### src/rtl/core/itrd_pkg.sv
// Shared constants, types and helper functions for the radix digit converter.
package itrd_pkg;

  // Input value width and derived widths.
  localparam int unsigned VALUE_WIDTH = 31;
  localparam int unsigned RADIX_W     = 6;
  localparam int unsigned DIGIT_W     = 6;
  localparam int unsigned CHAR_W      = 7;
  localparam int unsigned IDX_W       = $clog2(VALUE_WIDTH);
  localparam int unsigned CNT_W       = $clog2(VALUE_WIDTH + 1);
  localparam int unsigned STEP_W      = $clog2(VALUE_WIDTH);

  // Stream payload widths, padded up to whole bytes.
  localparam int unsigned S_TDATA_W = ((VALUE_WIDTH + 7) / 8) * 8;
  localparam int unsigned M_TDATA_W = ((CHAR_W + 7) / 8) * 8;

  // Configuration port.
  localparam int unsigned APB_ADDR_W = 3;
  localparam int unsigned APB_DATA_W = 32;
  localparam logic        REG_RADIX  = 1'b0;

  // Radix limits and character codes.
  localparam logic [RADIX_W-1:0] RADIX_MIN = RADIX_W'(2);
  localparam logic [RADIX_W-1:0] RADIX_MAX = RADIX_W'(36);
  localparam logic [DIGIT_W-1:0] DEC_LIMIT = DIGIT_W'(10);
  localparam logic [CHAR_W-1:0]  CHAR_ZERO = CHAR_W'(48);
  localparam logic [CHAR_W-1:0]  CHAR_A    = CHAR_W'(65);

  // Sequencer states of the top level.
  typedef enum logic [1:0] {
    ST_IDLE,
    ST_DIV,
    ST_EMIT
  } state_e;

  // Request to the shared divider.
  typedef struct packed {
    logic                   start;
    logic [VALUE_WIDTH-1:0] dividend;
    logic [RADIX_W-1:0]     divisor;
  } div_req_t;

  // Response from the shared divider, valid while done is high.
  typedef struct packed {
    logic                   done;
    logic [VALUE_WIDTH-1:0] quotient;
    logic [DIGIT_W-1:0]     remainder;
  } div_rsp_t;

  // Saturate the radix register into the supported range.
  function automatic logic [RADIX_W-1:0] clamp_radix(input logic [RADIX_W-1:0] r);
    logic [RADIX_W-1:0] res;
    if (r < RADIX_MIN) begin
      res = RADIX_MIN;
    end else if (r > RADIX_MAX) begin
      res = RADIX_MAX;
    end else begin
      res = r;
    end
    return res;
  endfunction

  // Map a digit value to its ASCII character.
  function automatic logic [CHAR_W-1:0] to_ascii(input logic [DIGIT_W-1:0] d);
    logic [CHAR_W-1:0] res;
    if (d < DEC_LIMIT) begin
      res = CHAR_ZERO + CHAR_W'(d);
    end else begin
      res = CHAR_A + CHAR_W'(d - DEC_LIMIT);
    end
    return res;
  endfunction

endpackage

### src/rtl/core/itrd_divider.sv
// Bit-serial restoring divider: one quotient bit per cycle over the value width.
module itrd_divider
  import itrd_pkg::*;
(
  input  logic     clk_i,
  input  logic     rst_ni,
  input  div_req_t req_i,
  output div_rsp_t rsp_o
);

  logic                   busy_q, busy_d;
  logic                   done_q, done_d;
  logic [STEP_W-1:0]      step_q, step_d;
  logic [VALUE_WIDTH-1:0] quot_q, quot_d;
  logic [DIGIT_W-1:0]     rem_q, rem_d;
  logic [RADIX_W-1:0]     div_q, div_d;

  logic [DIGIT_W:0] trial;
  logic [DIGIT_W:0] diff;
  logic             fits;

  // One restoring step: shift in the next dividend bit and try to subtract.
  always_comb begin
    trial = {rem_q, quot_q[VALUE_WIDTH-1]};
    diff  = trial - {1'b0, div_q};
    fits  = (trial >= {1'b0, div_q});
  end

  // Step control and datapath update.
  always_comb begin
    busy_d = busy_q;
    done_d = 1'b0;
    step_d = step_q;
    quot_d = quot_q;
    rem_d  = rem_q;
    div_d  = div_q;
    if (req_i.start) begin
      busy_d = 1'b1;
      step_d = '0;
      quot_d = req_i.dividend;
      rem_d  = '0;
      div_d  = req_i.divisor;
    end else if (busy_q) begin
      quot_d = {quot_q[VALUE_WIDTH-2:0], fits};
      rem_d  = fits ? diff[DIGIT_W-1:0] : trial[DIGIT_W-1:0];
      step_d = step_q + STEP_W'(1);
      if (step_q == STEP_W'(VALUE_WIDTH - 1)) begin
        busy_d = 1'b0;
        done_d = 1'b1;
      end
    end
  end

  // Control registers.
  always_ff @(posedge clk_i or negedge rst_ni) begin
    if (!rst_ni) begin
      busy_q <= 1'b0;
      done_q <= 1'b0;
      step_q <= '0;
    end else begin
      busy_q <= busy_d;
      done_q <= done_d;
      step_q <= step_d;
    end
  end

  // Datapath registers.
  always_ff @(posedge clk_i) begin
    quot_q <= quot_d;
    rem_q  <= rem_d;
    div_q  <= div_d;
  end

  assign rsp_o.done      = done_q;
  assign rsp_o.quotient  = quot_q;
  assign rsp_o.remainder = rem_q;

endmodule

### src/rtl/core/integer_to_radix_digits.sv
// Top level: converts an integer to ASCII digits in a programmable radix.
// Each digit costs one pass of the shared serial divider, so an input with D digits (1 to 31)
// takes D divider passes; the digits are then emitted most significant first, one per cycle
// while the output is not stalled. A new value is taken only in idle, once the last digit of
// the previous one has been loaded into the output register.
// Reset is asynchronous and active low: the radix returns to 2 and the sequencer idles.
module integer_to_radix_digits
  import itrd_pkg::*;
(
  input  logic                  clk_i,
  input  logic                  rst_ni,
  // Input stream.
  input  logic                  s_tvalid,
  output logic                  s_tready,
  input  logic [S_TDATA_W-1:0]  s_tdata,   // [30:0] value, [31] zero
  // Output stream.
  output logic                  m_tvalid,
  input  logic                  m_tready,
  output logic [M_TDATA_W-1:0]  m_tdata,   // [6:0] digit_char, [7] zero
  output logic                  m_tlast,   // last_digit
  // Configuration port.
  input  logic                  psel,
  input  logic                  penable,
  input  logic                  pwrite,
  input  logic [APB_ADDR_W-1:0] paddr,
  input  logic [APB_DATA_W-1:0] pwdata,
  output logic [APB_DATA_W-1:0] prdata,
  output logic                  pready
);

  state_e state_q, state_d;

  logic [RADIX_W-1:0] radix_q;
  logic [CNT_W-1:0]   count_q, count_d;
  logic [IDX_W-1:0]   pos_q, pos_d;
  logic [DIGIT_W-1:0] store_q [VALUE_WIDTH];

  logic              m_tvalid_q, m_tvalid_d;
  logic [CHAR_W-1:0] char_q;
  logic              last_q;

  logic     in_accept;
  logic     store_we;
  logic     final_digit;
  logic     load;
  div_req_t div_req;
  div_rsp_t div_rsp;

  // Configuration register access.
  assign pready = 1'b1;

  always_ff @(posedge clk_i or negedge rst_ni) begin
    if (!rst_ni) begin
      radix_q <= RADIX_MIN;
    end else if (psel && penable && pwrite && (paddr[2] == REG_RADIX)) begin
      radix_q <= pwdata[RADIX_W-1:0];
    end
  end

  always_comb begin
    prdata = '0;
    if (paddr[2] == REG_RADIX) begin
      prdata[RADIX_W-1:0] = radix_q;
    end
  end

  // Shared divider.
  itrd_divider u_divider (
    .clk_i  (clk_i),
    .rst_ni (rst_ni),
    .req_i  (div_req),
    .rsp_o  (div_rsp)
  );

  // Next state.
  always_comb begin
    state_d = state_q;
    unique case (state_q)
      ST_IDLE: begin
        if (s_tvalid) begin
          state_d = ST_DIV;
        end
      end
      ST_DIV: begin
        if (div_rsp.done && (div_rsp.quotient == '0)) begin
          state_d = ST_EMIT;
        end
      end
      ST_EMIT: begin
        if (load && (pos_q == '0)) begin
          state_d = ST_IDLE;
        end
      end
      default: state_d = ST_IDLE;
    endcase
  end

  // Sequencer outputs.
  always_comb begin
    s_tready         = 1'b0;
    store_we         = 1'b0;
    load             = 1'b0;
    div_req.start    = 1'b0;
    div_req.dividend = div_rsp.quotient;
    div_req.divisor  = clamp_radix(radix_q);
    unique case (state_q)
      ST_IDLE: begin
        s_tready         = 1'b1;
        div_req.start    = s_tvalid;
        div_req.dividend = s_tdata[VALUE_WIDTH-1:0];
      end
      ST_DIV: begin
        store_we      = div_rsp.done;
        div_req.start = div_rsp.done && (div_rsp.quotient != '0);
      end
      ST_EMIT: begin
        load = !m_tvalid_q || m_tready;
      end
      default: ;
    endcase
  end

  assign in_accept   = s_tvalid && s_tready;
  assign final_digit = store_we && (div_rsp.quotient == '0);

  // Digit count and emission position.
  always_comb begin
    count_d = count_q;
    pos_d   = pos_q;
    if (in_accept) begin
      count_d = '0;
    end else if (store_we) begin
      count_d = count_q + CNT_W'(1);
    end
    if (final_digit) begin
      pos_d = count_q[IDX_W-1:0];
    end else if (load) begin
      pos_d = pos_q - IDX_W'(1);
    end
  end

  // Output register handshake.
  always_comb begin
    m_tvalid_d = m_tvalid_q;
    if (load) begin
      m_tvalid_d = 1'b1;
    end else if (m_tready) begin
      m_tvalid_d = 1'b0;
    end
  end

  // Control registers.
  always_ff @(posedge clk_i or negedge rst_ni) begin
    if (!rst_ni) begin
      state_q    <= ST_IDLE;
      count_q    <= '0;
      pos_q      <= '0;
      m_tvalid_q <= 1'b0;
    end else begin
      state_q    <= state_d;
      count_q    <= count_d;
      pos_q      <= pos_d;
      m_tvalid_q <= m_tvalid_d;
    end
  end

  // Digit store, written least significant first.
  always_ff @(posedge clk_i) begin
    if (store_we) begin
      store_q[count_q[IDX_W-1:0]] <= div_rsp.remainder;
    end
  end

  // Output payload, most significant digit first.
  always_ff @(posedge clk_i) begin
    if (load) begin
      char_q <= to_ascii(store_q[pos_q]);
      last_q <= (pos_q == '0);
    end
  end

  assign m_tvalid = m_tvalid_q;
  assign m_tdata  = {{(M_TDATA_W - CHAR_W){1'b0}}, char_q};
  assign m_tlast  = last_q;

endmodule
### config.mk
export PLATFORM = sky130hd
export DESIGN_NAME = integer_to_radix_digits
export DESIGN_NICKNAME = d
export VERILOG_FILES = /design/src/rtl/core/itrd_pkg.sv /design/src/rtl/core/itrd_divider.sv /design/src/rtl/core/integer_to_radix_digits.sv
export SDC_FILE = /design/constraint.sdc
export NUM_CORES = 1
export LEC_CHECK = 0
export BUFFER_PORTS_ARGS = -buffer_cell sky130_fd_sc_hd__buf_2
export CORE_ASPECT_RATIO = 0.7
export CORE_MARGIN = 4
export CORE_UTILIZATION = 27
export DETAILED_ROUTE_END_ITERATION = 16
export SYNTH_ARGS = -nofsm -noshare
export SYNTH_HDL_FRONTEND = slang
export SYNTH_SLANG_ARGS = --single-unit
export TNS_END_PERCENT = 20
### constraint.sdc
create_clock -name clk_i -period 3.35 [get_ports clk_i]
set_input_delay 0.8375 -clock clk_i [delete_from_list [all_inputs] [get_ports clk_i]]
set_output_delay 0.8375 -clock clk_i [all_outputs]
set_load 0.01 [all_outputs]
After elaboration in Yosys (flattened, before gate mapping)
Memory sizes are Yosys's and may differ from the RTL's. Cells that the tools add are included.

Magnitude comparators: 4. Reductions and logical operators: 21. Multiplexer cells: 31. $add $sub $neg: 7. Equality and inequality tests: 7. Bitwise gates (word level): 1.

Operators by type and width (count): $mux W31 (3); $logic_not A31 Y1 (1); $reduce_bool A31 Y1 (1); $mux W5 (6); $mux W6 (3); $mux W1 (13); $add A5 B1 Y5 const B (2); $logic_and A1 B1 Y1 (8); $reduce_bool A2 Y1 (4); $add A6 B6 Y7 const A (1); $add A7 B7 Y7 const A (1); $ge A7 B6 Y1 (1); $mux W7 (1); $sub A6 B4 Y7 const B (1); $gt A6 B6 Y1 const B (1); $lt A6 B2 Y1 const B (1); $lt A6 B4 Y1 const B (1); $mux W2 (3); $ne A2 B2 Y1 const B (3); $pmux W2 S3 (1); $sub A6 B6 Y6 (1); $eq A5 B5 Y1 const B (1); $logic_not A5 Y1 (1); $sub A5 B1 Y5 const B (1); 11 further kinds (11).

Memories kept: 1. Logic and storage cells: 86. Flip-flop bits (word level): 77. Memory bits (writable): 186. Output and inout bits: 44. Input bits: 74.

Memories: store_q (depth 31, width 6, read ports 1, clocked after Yosys merged registers in 0, wr ports 1, RTL line integer_to_radix_digits.sv:36) `logic [DIGIT_W-1:0] store_q [VALUE_WIDTH];`.

Logic depth before layout (Yosys ltp)
Word-level depth: 6. Gate-level depth with buffers: 16. Mapped depth without buffers: 11.

Modules after synthesis
From an unflattened synthesis, not the netlist that was laid out.

Cell total of the unflattened synthesis: 787. Area total of the unflattened synthesis: 11972.7 um^2.

By module, submodules not included: integer_to_radix_digits (cells each 610, times used 1, seq. area each 6302.3 um^2, area each 9576.7 um^2); itrd_divider (cells each 177, times used 1, seq. area each 1406.3 um^2, area each 2396.0 um^2).

Least setup slack after synthesis
Ideal clock, no wire load.

Path kind: register to register. From: register pos_q[0]. To: register char_q[3], data pin. Stages on the path, launching flop included: 15. Period minus slack after synthesis: 3012 ps. Setup time: 270 ps. Arrival time: 2742 ps. Path slack: 338 ps. Buffers on the path: 5. Required time: 3080 ps. Cells stage by stage: dfrtp_1 -> buf_6 -> buf_12 -> buf_12 -> buf_12 -> buf_12 -> mux4_2 -> a211oi_1 -> a31oi_1 -> a21oi_2 -> ha_1 -> inv_1 -> o31ai_4 -> nand2_1 -> xor2_1.

Word-level cells in the longest chain between the ends: 4. Elaborated cells on any way between the ends: 6. Classes of those cells: add/sub (3); order compare (1); mux (1); memory (1).

Ends and longest elaborated chain: start: declaration (RTL line integer_to_radix_digits.sv:35) `logic [IDX_W-1:0] pos_q, pos_d;`; start signal: assignment (RTL line integer_to_radix_digits.sv:162) `pos_q <= pos_d;`; $mem_v2 Z31 W6 (*); $sub A6 B4 Y7 (RTL line itrd_pkg.sv:69) `res = CHAR_A + CHAR_W'(d - DEC_LIMIT);`; $add A7 B7 Y7 (RTL line itrd_pkg.sv:69); $mux W7 (*) (RTL line itrd_pkg.sv:66) `if (d < DEC_LIMIT) begin`; end signal: assignment (RTL line integer_to_radix_digits.sv:177) `char_q <= to_ascii(store_q[pos_q]);`; end: declaration (RTL line integer_to_radix_digits.sv:39) `logic [CHAR_W-1:0] char_q;`.

Every way passes the cells marked *; elsewhere a longest branch is shown, timed or not. A chain may end at the register's enable or synchronous reset.

Worst setup path after layout
From: register pos_q[2]. To: register char_q[3], data pin.

Same word-level chain as after synthesis.

==> results.txt <==
dominant cell type by area after synthesis - edfxtp_1
global-route wire length before repair - 38490 microns
setup TNS - 0 ps
routed len/inst - 18.17 microns
total vias in the final route - 6347
Critical Path Start Type - flip-flop
Vias/cell - 4.603
DIE WIDTH - 255.5 microns
worst skew pair latency - 530 ps
final core area utilization - 31.25%
WHS - 325.4 ps
GRT overflow - 0
Yosys warning total - 0
clk sink count - 263
Setup WS pre-CTS - 310.0 ps
number of max-cap violations - 0
I/O Pins - 118
total CTS buffers - 26
final setup vio count - 0
Slew HR - 51.35%
Pwr Total - 8.566 mW
DRC - 0
share of the synthesized area in the top cell type - 59.92%
H-tree depth - 1
Reg2Reg Depth - 11
Worst EP required - 3610 ps
fin crit share - 92.47%
Pwr Density - 647.6 mW/mm^2
number of synthesized flops with an enable pin - 231
Synth Cell Area - 0.01158 sq mm
Post-synth top flop - edfxtp_1
Fin. Hold Viols - 0
Worst Path Max Fanout - 10
num rows - 63
Detail Route Antenna Nets - 0
crit path DAT - 3360 ps
initial antenna violation count - 0
Max Freq - 0.3228 GHz
clk_skew - 7.019 ps
sequential area share after synthesis - 66.58%
post-DP HPWL - 16600 microns
routability cong. - 0.8405
number of gates resized after CTS - 0
Max Slew Vio Count - 0
pin count of the biggest net entering global routing - 52
Clock Path Buffers - 3
vias in the first global route - 6316
hold_buf cts - 0
Antenna Cells - 0
DIE HEIGHT - 181.3 microns
flop-to-flop setup slack - 250 ps
Total GRT Usage - 10.61%
Syn Inst Count - 733
Clock Pin Slew Worst Setup and Hold Paths - 60 ps
RSZ-0062 raised after global routing - false
worst reg2reg path startpoint - pos_q[2]$_DFFE_PN0P_
layout cell share with drive strength beyond 1 - 22.01%
RR Endpoint - char_q[3]$_DFFE_PP_
CP endpoint - char_q[3]$_DFFE_PP_
post-layout net count - 902
Die ar. - 0.04631 sq mm
post-synthesis area per instance - 15.79 sq um
Worst Tran Pin Value - 727.0 ps
status - complete, no violations
CTS tree - yes
Leak - 4.768 nW
maximum vdd drop - 357.5 uV
setup ws final - 252.1 ps
Post-synth ARST share - 9.886%
DRT Pass-1 Iters - 5
Cell variety after synth - 65
count of state elements after synthesis - 263
starting DRC count in detailed routing - 606
Initial Utilization - 27.35%
top cells by area, synth - edfxtp_1 (60%), mux4_1 (6.1%), dfrtp_1 (5.4%)
PortBufs - 60
Filler cells - 4123
Post-Route WL - 25060 microns
Critical Path End Type - flip-flop
Worst Setup SP - pos_q[2]$_DFFE_PN0P_
area grow syn2layout - 14.24%
Hold WC Path Type - input port to async pin
CORE AREA - 0.04233 sq mm
Final min period - 3098 ps
root buffer cell - clkbuf_16
post-CTS setup buffers - 0
Setup CP Type - flip-flop to flip-flop
## cells in the mapped netlist (3+ instances only)
cell type,n
and2_1,3
mux4_2,10
nor2_1,69
nor2b_1,12
o211ai_1,5
a31oi_1,4
dfxtp_1,6
nand4_1,10
nand2_1,37
inv_2,3
buf_12,4
and3_1,3
a21oi_1,17
nor3_1,5
ha_1,17
xor2_1,7
mux4_1,27
o21ai_0,16
clkbuf_1,17
xnor2_1,8
buf_2,5
buf_4,29
nand2b_1,5
edfxtp_1,231
inv_1,20
dfrtp_1,25
a211oi_1,7
nand3_1,8
mux2i_1,23
nor4_1,9
mux2_2,40
or2_2,4
## kinds of logic after synthesis
kind of cell | Yosys count | synth area share (%)
XOR/XNOR | 15 | 1.135
multiplexers | 100 | 13.95
other | 2 | 0.06487
AO/OA/AOI/OAI | 74 | 4.496
AND/OR/NAND/NOR | 177 | 7.360
adder cells (fa/ha/maj) | 19 | 2.097
flip-flops | 263 | 66.58
buffers and inverters | 83 | 4.312
## layer usage
| layer | GRT usage [%] | part of all wire (%) |
|---|---|---|
| met1 | 15.92 | 48 |
| met2 | 15.42 | 43 |
| met3 | 2.410 | 6.7 |
| met5 | 0 | 0 |
| met4 | 2.894 | 2.2 |
## flip-flops by register name (all words and copies together) (netlist names)
name              cells
char_q                7
count_q               5
m_tlast               1
m_tvalid              1
pos_q                 5
radix_q               6
state_q               2
store_q             186
u_divider.busy_q      1
u_divider.div_q       6
u_divider.done_q      1
u_divider.quot_q     31
u_divider.rem_q       6
u_divider.step_q      5
## critical path, cell delays in order, from the launching register on
cell	delay, ps
dfrtp_1	610
clkinv_1	440
nand2_1	170
a21oi_1	80
a211oi_1	260
a31oi_1	90
a21oi_2	310
ha_1	200
inv_1	70
o31ai_4	330
nand2_1	100
xor2_1	150
## worst min-delay path by stage
stage          slack, ps  cells past startpoint                              end                   start
6_report             330                      1           radix_q[0]$_DFFE_PN0P_                  rst_ni
5_1_grt              370                      1  u_divider.step_q[3]$_DFFE_PN0P_                  rst_ni
4_1_cts              330                      1  u_divider.step_q[0]$_DFFE_PN0P_                  rst_ni
3_5_place_dp         530                      1           radix_q[0]$_DFFE_PN0P_  radix_q[0]$_DFFE_PN0P_
3_3_place_gp         520                      1           radix_q[0]$_DFFE_PN0P_  radix_q[0]$_DFFE_PN0P_
2_1_floorplan        490                      1           radix_q[0]$_DFFE_PN0P_  radix_q[0]$_DFFE_PN0P_
## layout make-up
type / instances / area (sq um) / area share (%)
Clock buffer: 35 / 705.7 / 5.335
Tap cell: 552 / 690.7 / 5.222
Sequential cell: 263 / 7711 / 58.30
Clock inverter: 10 / 47.55 / 0.3595
Timing Repair Buffer: 81 / 508.0 / 3.841
Multi-Input combinational cell: 413 / 3470 / 26.23
Inverter: 25 / 93.84 / 0.7095
## where the power goes
group	total (mW)	internal, mW	leakage (nW)	switching (mW)
Clock	2.64	1.47	0.370	1.17
Sequential	4.57	4.33	2.49	0.236
Combinational	1.36	0.517	1.90	0.843
Total	8.57	6.32	4.77	2.25
## metrics by stage
step	instance area [sq um]	std cells
after CTS	13230	1379
after floorplan	11670	759
final	13230	1379
after detailed placement	12470	1334
after global placement	12470	1334
after global routing	13230	1379
## placed cells by master, fill, tap and decap left out, types with 8 or more instances in the layout
| cell | n |
|---|---|
| o21ai_0 | 16 |
| mux4_2 | 10 |
| conb_1 | 28 |
| ha_1 | 17 |
| xnor2_1 | 8 |
| buf_4 | 17 |
| clkbuf_16 | 27 |
| edfxtp_1 | 231 |
| nor4_1 | 9 |
| clkbuf_1 | 8 |
| nand4_1 | 10 |
| dfrtp_1 | 23 |
| buf_2 | 60 |
| a21oi_1 | 17 |
| nand3_1 | 8 |
| mux2_2 | 40 |
| nor2_1 | 68 |
| nand2_1 | 37 |
| inv_1 | 20 |
| mux2i_1 | 23 |
| nor2b_1 | 12 |
| mux4_1 | 27 |
(Power assumes the default switching activity.)
